--- config.mk ---
export PLATFORM = sky130hd
export DESIGN_NAME = rgb_pixel_blend_unit_top
export DESIGN_NICKNAME = d
export VERILOG_FILES = /design/src/hw/rtl/rpb_pkg.sv /design/src/hw/rtl/rgb_pixel_blend_unit_top.sv
export SDC_FILE = /design/constraint.sdc
export NUM_CORES = 1
export LEC_CHECK = 0
export ABC_AREA = 1
export ABC_CLOCK_PERIOD_IN_PS = 7400
export BUFFER_PORTS_ARGS = -buffer_cell sky130_fd_sc_hd__buf_2
export CAP_MARGIN = 20
export CORE_MARGIN = 5
export CORE_UTILIZATION = 61
export CTS_CLUSTER_DIAMETER = 30
export DETAILED_ROUTE_END_ITERATION = 16
export GPL_TIMING_DRIVEN = 0
export PLACE_DENSITY = 0.88
export SLEW_MARGIN = 15
export SYNTH_ARGS = -nofsm -noshare
export SYNTH_HDL_FRONTEND = slang
export SYNTH_SLANG_ARGS = --single-unit
--- constraint.sdc ---
create_clock -name clk -period 7.4 [get_ports clk]
set_input_delay 1.48 -clock clk [delete_from_list [all_inputs] [get_ports clk]]
set_output_delay 1.48 -clock clk [all_outputs]
set_load 0.02 [all_outputs]
--- src/hw/rtl/rpb_pkg.sv ---
`timescale 1ns / 1ps
`default_nettype none

package rpb_pkg;

  typedef enum logic [2:0] {
    OP_MULTIPLY  = 3'd0,
    OP_SUBTRACT  = 3'd1,
    OP_SCREEN    = 3'd2,
    OP_OVERLAY   = 3'd3,
    OP_ADD       = 3'd4,
    OP_SCALE     = 3'd5,
    OP_REPLICATE = 3'd6,
    OP_PASS      = 3'd7
  } op_t;

  // how the last stage forms a lane's result
  typedef enum logic [1:0] {
    MODE_ALT     = 2'd0,  // precomputed value
    MODE_DIV     = 2'd1,  // round(x/255)
    MODE_DIV_INV = 2'd2,  // 255 - round(x/255)
    MODE_SCALE   = 2'd3   // product clamped to 255
  } mode_t;

  localparam logic [1:0] REG_ADD_AMOUNT     = 2'd0;
  localparam logic [1:0] REG_SCALE_FACTOR   = 2'd1;
  localparam logic [1:0] REG_CHANNEL_SELECT = 2'd2;

  localparam int unsigned LANES   = 3;
  localparam int unsigned NUM_W   = 17;  // 2*255*255 + 127 fits
  // floor(y/255) == (y * RECIP) >> RECIP_SHIFT for y < 2^18
  localparam logic [18:0] RECIP       = 19'd263173;
  localparam int unsigned RECIP_SHIFT = 26;
  localparam logic [16:0] ROUND_BIAS  = 17'd127;

  typedef struct packed {
    mode_t      mode;
    logic [7:0] ma;
    logic [7:0] mb;
    logic       dbl;
    logic [7:0] alt;
  } opnd_t;

  typedef struct packed {
    mode_t             mode;
    logic [NUM_W-1:0]  num;
    logic [7:0]        alt;
  } prod_t;

endpackage

`default_nettype wire

--- src/hw/rtl/rgb_pixel_blend_unit_top.sv ---
`timescale 1ns / 1ps
`default_nettype none
// An accepted item passes through the stage registers s1_r, s2_r and s3_r; out_valid is v3_r.
// Throughput: 1 item per cycle while out_stall is low; the reciprocal multiply for the /255 rounding sets the depth.
// Each stage holds or advances on its own, so bubbles close up under a stall.
// Reset (rst_n low, synchronous) empties the pipeline and sets add_amount 0,
// scale_factor 1, channel_select 2.
module rgb_pixel_blend_unit_top (
  input  wire         clk,
  input  wire         rst_n,
  // input channel
  input  wire         in_valid,
  output logic        in_stall,
  input  wire  [2:0]  in_operation,
  input  wire  [7:0]  in_top_blue,
  input  wire  [7:0]  in_top_green,
  input  wire  [7:0]  in_top_red,
  input  wire  [7:0]  in_bottom_blue,
  input  wire  [7:0]  in_bottom_green,
  input  wire  [7:0]  in_bottom_red,
  // result channel
  output logic        out_valid,
  input  wire         out_stall,
  output logic [7:0]  out_blue,
  output logic [7:0]  out_green,
  output logic [7:0]  out_red,
  // configuration port
  input  wire         psel,
  input  wire         penable,
  input  wire         pwrite,
  input  wire  [3:0]  paddr,
  input  wire  [31:0] pwdata,
  output logic [31:0] prdata,
  output logic        pready
);

  // ---------------------------------------------------------------
  // Configuration registers
  // ---------------------------------------------------------------
  logic [8:0] add_amount_r;
  logic [7:0] scale_factor_r;
  logic [1:0] channel_select_r;
  logic       cfg_wr;

  assign pready = 1'b1;
  assign cfg_wr = psel && penable && pwrite;

  always_ff @(posedge clk) begin
    if (!rst_n) begin
      add_amount_r     <= 9'd0;
      scale_factor_r   <= 8'd1;
      channel_select_r <= 2'd2;
    end else if (cfg_wr) begin
      unique case (paddr[3:2])
        rpb_pkg::REG_ADD_AMOUNT:     add_amount_r     <= pwdata[8:0];
        rpb_pkg::REG_SCALE_FACTOR:   scale_factor_r   <= pwdata[7:0];
        rpb_pkg::REG_CHANNEL_SELECT: channel_select_r <= pwdata[1:0];
        default: ;
      endcase
    end
  end

  always_comb begin
    unique case (paddr[3:2])
      rpb_pkg::REG_ADD_AMOUNT:     prdata = {23'd0, add_amount_r};
      rpb_pkg::REG_SCALE_FACTOR:   prdata = {24'd0, scale_factor_r};
      rpb_pkg::REG_CHANNEL_SELECT: prdata = {30'd0, channel_select_r};
      default:                     prdata = 32'd0;
    endcase
  end

  // ---------------------------------------------------------------
  // Stage handshake: a stage takes new data when it is empty or its
  // contents move on in the same cycle.
  // ---------------------------------------------------------------
  logic v1_r, v2_r, v3_r;
  logic adv1, adv2, adv3;

  assign adv3     = !v3_r || !out_stall;
  assign adv2     = !v2_r || adv3;
  assign adv1     = !v1_r || adv2;
  assign in_stall = !adv1;

  always_ff @(posedge clk) begin
    if (!rst_n) begin
      v1_r <= 1'b0;
      v2_r <= 1'b0;
      v3_r <= 1'b0;
    end else begin
      if (adv1) v1_r <= in_valid;
      if (adv2) v2_r <= v1_r;
      if (adv3) v3_r <= v2_r;
    end
  end

  // ---------------------------------------------------------------
  // Stage 1: decode the operation and set up each lane's operands.
  // Lane 0 blue, lane 1 green, lane 2 red.
  // ---------------------------------------------------------------
  logic [7:0] top [rpb_pkg::LANES];
  logic [7:0] bot [rpb_pkg::LANES];

  assign top[0] = in_top_blue;
  assign top[1] = in_top_green;
  assign top[2] = in_top_red;
  assign bot[0] = in_bottom_blue;
  assign bot[1] = in_bottom_green;
  assign bot[2] = in_bottom_red;

  rpb_pkg::op_t  op;
  logic [7:0]    top_sel;
  logic [9:0]    add_sum;
  logic [7:0]    add_clamp;
  logic          cs_ok;

  rpb_pkg::opnd_t s1_nxt [rpb_pkg::LANES];
  rpb_pkg::opnd_t s1_r   [rpb_pkg::LANES];

  assign op    = rpb_pkg::op_t'(in_operation);
  assign cs_ok = (channel_select_r != 2'd3);

  always_comb begin
    unique case (channel_select_r)
      2'd0:    top_sel = in_top_blue;
      2'd1:    top_sel = in_top_green;
      default: top_sel = in_top_red;
    endcase
  end

  // signed 10-bit sum of the channel and the amount, then clamp
  assign add_sum = {2'b00, top_sel} + {add_amount_r[8], add_amount_r};

  always_comb begin
    if (add_sum[9])          add_clamp = 8'd0;
    else if (add_sum[8])     add_clamp = 8'd255;
    else                     add_clamp = add_sum[7:0];
  end

  always_comb begin
    for (int i = 0; i < rpb_pkg::LANES; i++) begin
      s1_nxt[i].mode = rpb_pkg::MODE_ALT;
      s1_nxt[i].ma   = top[i];
      s1_nxt[i].mb   = bot[i];
      s1_nxt[i].dbl  = 1'b0;
      s1_nxt[i].alt  = top[i];
      unique case (op)
        rpb_pkg::OP_MULTIPLY: begin
          s1_nxt[i].mode = rpb_pkg::MODE_DIV;
        end
        rpb_pkg::OP_SUBTRACT: begin
          s1_nxt[i].alt = (top[i] > bot[i]) ? (top[i] - bot[i]) : 8'd0;
        end
        rpb_pkg::OP_SCREEN: begin
          s1_nxt[i].mode = rpb_pkg::MODE_DIV_INV;
          s1_nxt[i].ma   = ~top[i];
          s1_nxt[i].mb   = ~bot[i];
        end
        rpb_pkg::OP_OVERLAY: begin
          s1_nxt[i].dbl = 1'b1;
          if (bot[i][7]) begin
            // bright bottom: screen-like branch on inverted operands
            s1_nxt[i].mode = rpb_pkg::MODE_DIV_INV;
            s1_nxt[i].ma   = ~top[i];
            s1_nxt[i].mb   = ~bot[i];
          end else begin
            s1_nxt[i].mode = rpb_pkg::MODE_DIV;
          end
        end
        rpb_pkg::OP_ADD: begin
          if (cs_ok && channel_select_r == i[1:0]) s1_nxt[i].alt = add_clamp;
        end
        rpb_pkg::OP_SCALE: begin
          if (cs_ok && channel_select_r == i[1:0]) begin
            s1_nxt[i].mode = rpb_pkg::MODE_SCALE;
            s1_nxt[i].mb   = scale_factor_r;
          end
        end
        rpb_pkg::OP_REPLICATE: begin
          if (cs_ok) s1_nxt[i].alt = top_sel;
        end
        rpb_pkg::OP_PASS: ;
        default: ;
      endcase
    end
  end

  always_ff @(posedge clk) begin
    if (adv1) s1_r <= s1_nxt;
  end

  // ---------------------------------------------------------------
  // Stage 2: 8x8 product, doubled for overlay, plus rounding bias.
  // Scale clamps here since it needs no division.
  // ---------------------------------------------------------------
  rpb_pkg::prod_t s2_nxt [rpb_pkg::LANES];
  rpb_pkg::prod_t s2_r   [rpb_pkg::LANES];
  logic [15:0]    prod   [rpb_pkg::LANES];

  always_comb begin
    for (int i = 0; i < rpb_pkg::LANES; i++) begin
      prod[i]        = s1_r[i].ma * s1_r[i].mb;
      s2_nxt[i].mode = s1_r[i].mode;
      s2_nxt[i].num  = (s1_r[i].dbl ? {prod[i], 1'b0} : {1'b0, prod[i]})
                       + rpb_pkg::ROUND_BIAS;
      if (s1_r[i].mode == rpb_pkg::MODE_SCALE)
        s2_nxt[i].alt = (prod[i][15:8] != 8'd0) ? 8'd255 : prod[i][7:0];
      else
        s2_nxt[i].alt = s1_r[i].alt;
    end
  end

  always_ff @(posedge clk) begin
    if (adv2) s2_r <= s2_nxt;
  end

  // ---------------------------------------------------------------
  // Stage 3: divide by 255 through the reciprocal, pick the result.
  // ---------------------------------------------------------------
  logic [35:0] recip_prod [rpb_pkg::LANES];
  logic [7:0]  quot       [rpb_pkg::LANES];
  logic [7:0]  s3_nxt     [rpb_pkg::LANES];
  logic [7:0]  s3_r       [rpb_pkg::LANES];

  always_comb begin
    for (int i = 0; i < rpb_pkg::LANES; i++) begin
      recip_prod[i] = {19'd0, s2_r[i].num} * {17'd0, rpb_pkg::RECIP};
      quot[i]       = recip_prod[i][rpb_pkg::RECIP_SHIFT +: 8];
      unique case (s2_r[i].mode)
        rpb_pkg::MODE_DIV:     s3_nxt[i] = quot[i];
        rpb_pkg::MODE_DIV_INV: s3_nxt[i] = ~quot[i];
        default:               s3_nxt[i] = s2_r[i].alt;
      endcase
    end
  end

  always_ff @(posedge clk) begin
    if (adv3) s3_r <= s3_nxt;
  end

  assign out_valid = v3_r;
  assign out_blue  = s3_r[0];
  assign out_green = s3_r[1];
  assign out_red   = s3_r[2];

endmodule

`default_nettype wire
# Yosys cells after proc, flatten, opt, wreduce, memory -nomap -nowiden
# Index checks and enable logic that the tools add are counted.
dict set report classes {
  n_reduce_logical 22
  n_mux 50
  eq_ne 20
  mul 6
  n_lt_le_gt_ge 3
  n_bitwise 9
  add_sub_neg 7
}
# operator count
set op_table {}
lappend op_table {{2-to-1 mux 8 bit} 20}
lappend op_table {{case mux 8 bit (3 select lines)} 6}
lappend op_table {{case mux 8 bit (2 select lines)} 7}
lappend op_table {{multiplier 17 x 19 -> 34 bit, second input constant} 3}
lappend op_table {{inverter 8 bit} 9}
lappend op_table {{adder 17 x 7 -> 17 bit, second input constant} 3}
lappend op_table {{2-to-1 mux 17 bit} 3}
lappend op_table {{multiplier 8 x 8 -> 16 bit} 3}
lappend op_table {{2-to-1 mux 16 bit} 3}
lappend op_table {{case mux 9 bit (3 select lines)} 1}
lappend op_table {{> comparator 8 bit} 3}
lappend op_table {{case mux 2 bit (4 select lines)} 3}
lappend op_table {{nonzero test 8 bit} 3}
lappend op_table {{subtractor 8 bit} 3}
lappend op_table {{equality test 2 bit, second input constant} 8}
lappend op_table {{2-to-1 mux 2 bit} 6}
lappend op_table {{adder 9 x 9 -> 10 bit} 1}
lappend op_table {{equality test 2 x 1 -> 1 bit, second input constant} 5}
lappend op_table {{equality test 3 bit, second input constant} 3}
lappend op_table {{equality test 3 x 2 -> 1 bit, second input constant} 2}
lappend op_table {{AND reduction 2 bit} 3}
lappend op_table {{logical AND 1 bit} 5}
lappend op_table {{logical NOT 1 bit} 5}
lappend op_table {{logical NOT 2 bit} 2}
lappend op_table {{other kinds (5)} 7}
dict set report totals {
  ff_bits 206
  output_inout_bits 59
}

# Logic depth before layout (Yosys ltp)
dict set report logic_depth {
  word_depth 7
  mapped_depth 27
  ltp_nobuf 26
}

# Worst setup path before layout
# No wires, ideal clock.
dict set report synth_path {
  path_type {input -> register}
  start {in out_stall}
  end {reg s1_r[0] (netlist name), enable pin}
  n_path_buf 0
  t_arrival_ns 5.936
  path_stages 5
  slack_ns 1.031
  setup_ns 0.433
  cell_sequence {nand2_1 > nor2_1 > inv_1 > nor2_1 > inv_1}
}
dict set report synth_between {
  elab_chain_cells 4
}
# element line
set synth_lines {}
lappend synth_lines {{from (decl)} rgb_pixel_blend_unit_top.sv:23} ;# input wire out_stall,
lappend synth_lines {{logical NOT 1 bit} rgb_pixel_blend_unit_top.sv:79} ;# assign adv3 = !v3_r || !out_stall;
lappend synth_lines {{logical OR 1 bit} rgb_pixel_blend_unit_top.sv:79}
lappend synth_lines {{logical OR 1 bit} rgb_pixel_blend_unit_top.sv:80} ;# assign adv2 = !v2_r || adv3;
lappend synth_lines {{named net adv2} rgb_pixel_blend_unit_top.sv:77} ;# logic adv1, adv2, adv3;
lappend synth_lines {{logical OR 1 bit} rgb_pixel_blend_unit_top.sv:81} ;# assign adv1 = !v1_r || adv2;
lappend synth_lines {{to (signal assigned)} rgb_pixel_blend_unit_top.sv:188} ;# if (adv1) s1_r <= s1_nxt;
lappend synth_lines {{to (decl)} rgb_pixel_blend_unit_top.sv:117} ;# rpb_pkg::opnd_t s1_r [rpb_pkg::LANES];
# The timed path passes the listed nets, and every way through them passes these cells.
# A chain may end at the register's enable or synchronous reset.

==> run_results.csv <==
group,metric,value,unit
synth,synthesis.instances,3985,
worst_setup_path,worstPathCellList,"clkbuf_1 > nand2_1 > fa_1 > fa_1 > inv_1 > fa_1 > inv_1 > fa_1 > inv_1 > ha_1 > nand2_1 > nor2_1 > nand3_1 > nand3_1 > nand2_1 > nand2_1 > nand3_1 > nor2_2 > nand3_1 > nand2_1 > inv_1",
cts,cts_num_sinks,206,
worst_setup_path,slowest_stage,"fa_1",
worst_setup_path,crit_required,7730,ps
placement,place_congestion,0.9940,
sta,rsz0062_at_grt,"false",
layout,synthToLayoutAreaGrowth,10.33,%
cts,root_buffer,"clkbuf_16",
worst_setup_path,path_class,"reg -> reg",
drt,ant_nets,0,
worst_setup_path,crit_path_frequent_cell,"nand2_1",
cts,clk-insertion-delay-late,570,ps
drt,drt_wl_total,78840,um
sta,skew,19.74,ps
floorplan,die_h,226.2,um
synth,synth_edf_count,184,
global_route,use_met1,38.45,%
floorplan,rows,79,
global_route,grt_usage,30.44,%
drt,firstDrtPassIters,7,
status,run_status,"completed",
placement,io_buffers,102,
worst_setup_path,crit_arrival,5570,ps
cts,clkSlewWorstSetupHoldPaths,50,ps
cts,hold_buffers,0,
global_route,gr-usage-met2,51.51,%
worst_setup_path,start_kind,"flop",
worst_setup_path,critPathMaxFanout,9,
synth,yosysUniqueCellTypes,57,
drt,avgViaCountPerCell,5.575,
drt,drc,0,
layout,final_nets,4833,
global_route,grt_max_degree,72,
sta,tightest_slew,848.4,ps
cts,cts_post_setup_buffers_inserted,0,
layout,drive_gt1_share,7.432,%
sta,period_minus_slack,5244,ps
worst_setup_path,max_stage_delay,560,ps
global_route,grt_pass1_vias,26230,
floorplan,floorplan.initialDensity,61.51,%
floorplan,num_io_pins,153,
cts,post_cts_resized,0,
sta,hold_viol_final,0,
synth,synth_top_area_share,19.38,%
layout,postLayoutCellArea,31460,sq um
worst_setup_path,critPathBufInv,5,
synth,yosysSeqAreaShare,20.92,%
cts,h-tree-depth,2,
global_route,grt_pass1_wl,127700,um
layout,layout_common_cells,"nand2_1 (1090), inv_1 (775), ha_1 (437)",
sta,slew_headroom,43.44,%
worst_setup_path,crit_family,"adder cells",
floorplan,die_w,226.2,um
placement,postPlaceCellArea,29940,sq um
worst_hold_path,hold_class,"reg -> reg",
synth,async_flop_share,0,%
synth,ys_seq_elements,206,
global_route,top_usage_layer,"met2",
global_route,globalRouteOverflowTotal,0,
global_route,grt_antenna_before_repair,1,
cts,clockBufferDepth,3,
floorplan,die_area,51170,sq um
sta,finalCritPeriodShare,70.87,%
synth,yosysWarningCount,0,
flow_run,drv_cap,0,
placement,dp_hpwl,63790,um
cts,cts_tree,"yes",
drt,drtIter0Drc,2343,
floorplan,fp.coreArea,46360,sq um
layout,final_common_cell,"nand2_1",
sta,slew_violations,0,
synth,yosys.area.top_type,"edfxtp_1",
global_route,met3_usage,4.654,%
drt,vias,26800,
synth,yosys-top-cells-area,"edfxtp_1 (19%), ha_1 (19%), nand2_1 (14%)",
sta,fmax,190.7,MHz
synth,ys.flop_type,"edfxtp_1",
drt,post_drt_wl_per_cell,16.41,um
synth,syn-cell-area,28510,sq um
synth,postSynthAreaPerCell,7.155,sq um
sta,finalSetupViolCount,0,
cts,cts_made_buffers,46,
worst_setup_path,worst_setup_path_end_kind,"flop",
==> metrics by stage <==
step / hold slack [ps] / worst slack, ps / util (%) / cells / TNS [ps]
2_1_floorplan: 426.2 / 1031 / - / 4007 / 0
3_3_place_gp: 441.4 / -68.75 / 64.42 / 4716 / -4783
3_5_place_dp: 449.6 / 2196 / 64.59 / 4719 / 0
4_1_cts: 456.9 / 2177 / 67.85 / 4805 / 0
5_1_grt: 481.7 / 1827 / 67.85 / 4805 / 0
6_report: 454.6 / 2156 / 67.86 / 4806 / 0
==> area by class of cell <==
type / count / area, sq um
inverters: 787 / 2959
multi-input cells: 2902 / 19090
plain buffers: 112 / 583.1
clock buffers: 58 / 1269
repair buffers: 105 / 580.6
flip-flops and latches: 206 / 5966
fillers: 3717 / 14900
clock inverters: 28 / 245.2
well taps: 607 / 759.5
diodes: 1 / 2.502
==> final timing paths <==
check / from / cells after the start / slack [ps] / end
worst min register to register: v1_r$_SDFFE_PN0N_ / 2 / 450 / v2_r$_SDFFE_PN0P_
worst max register to register: s1_r[17]$_DFFE_PN_ / 21 / 2160 / s2_r[5]$_DFFE_PP_
worst min-delay path: v1_r$_SDFFE_PN0N_ / 2 / 450 / v2_r$_SDFFE_PN0P_
worst max-delay path: s1_r[17]$_DFFE_PN_ / 21 / 2160 / s2_r[5]$_DFFE_PP_
==> registers in the layout, summed over array words and instances (netlist names) <==
register          cells
add_amount_r          9
channel_select_r      2
out_blue              8
out_green             8
out_red               8
out_valid             1
s1_r                 79
s2_r                 81
scale_factor_r        8
v1_r                  1
v2_r                  1
==> routing by layer <==
| metal | vias up | wire length (um) |
|---|---|---|
| met5 | - | 15 |
| li1 | 13120 | - |
| met1 | 12150 | 32160 |
| met4 | 2 | 4260 |
| met2 | 1214 | 36250 |
| met3 | 305 | 6157 |
==> synthesized netlist by cell type, drive strengths merged, types with 5 or more instances <==
cell type	number
xor2	54
a21boi	7
fa	142
o22ai	5
clkbuf	64
dfxtp	22
nand3	261
o211ai	21
o21ai	186
o221ai	8
a22o	5
nand4	84
or2	14
a21oi	172
o21bai	10
a21o	8
inv	785
xnor2	22
nor3	20
nand3b	9
o31ai	8
nor4	11
ha	437
buf	48
nand2	1101
edfxtp	184
nor2	279
==> logic make-up (layout without fill, tap and decap cells) <==
family	count (synthesis)	in the layout	synth area share [%]
buffers and inverters	899	1090	12.41
muxes	2	2	0.07021
xor gates and xnor gates	76	76	2.361
and+or+nand+nor	1782	1782	26.33
adders and majority gates	579	579	29.15
AOI/OAI and AO/OA	439	439	8.741
other	2	25	0.02634
DFF	206	206	20.92
==> worst reg2reg max path, delay by kind of cell, from the launching register on <==
kind	cells	cell delay, ps
simple gates	11	1560
flops	1	310
fa+ha+maj	5	2560
buf+inv	5	580
Power is not shown: default switching activity piles up to over one toggle a cycle in this logic, so the estimate is an artifact.
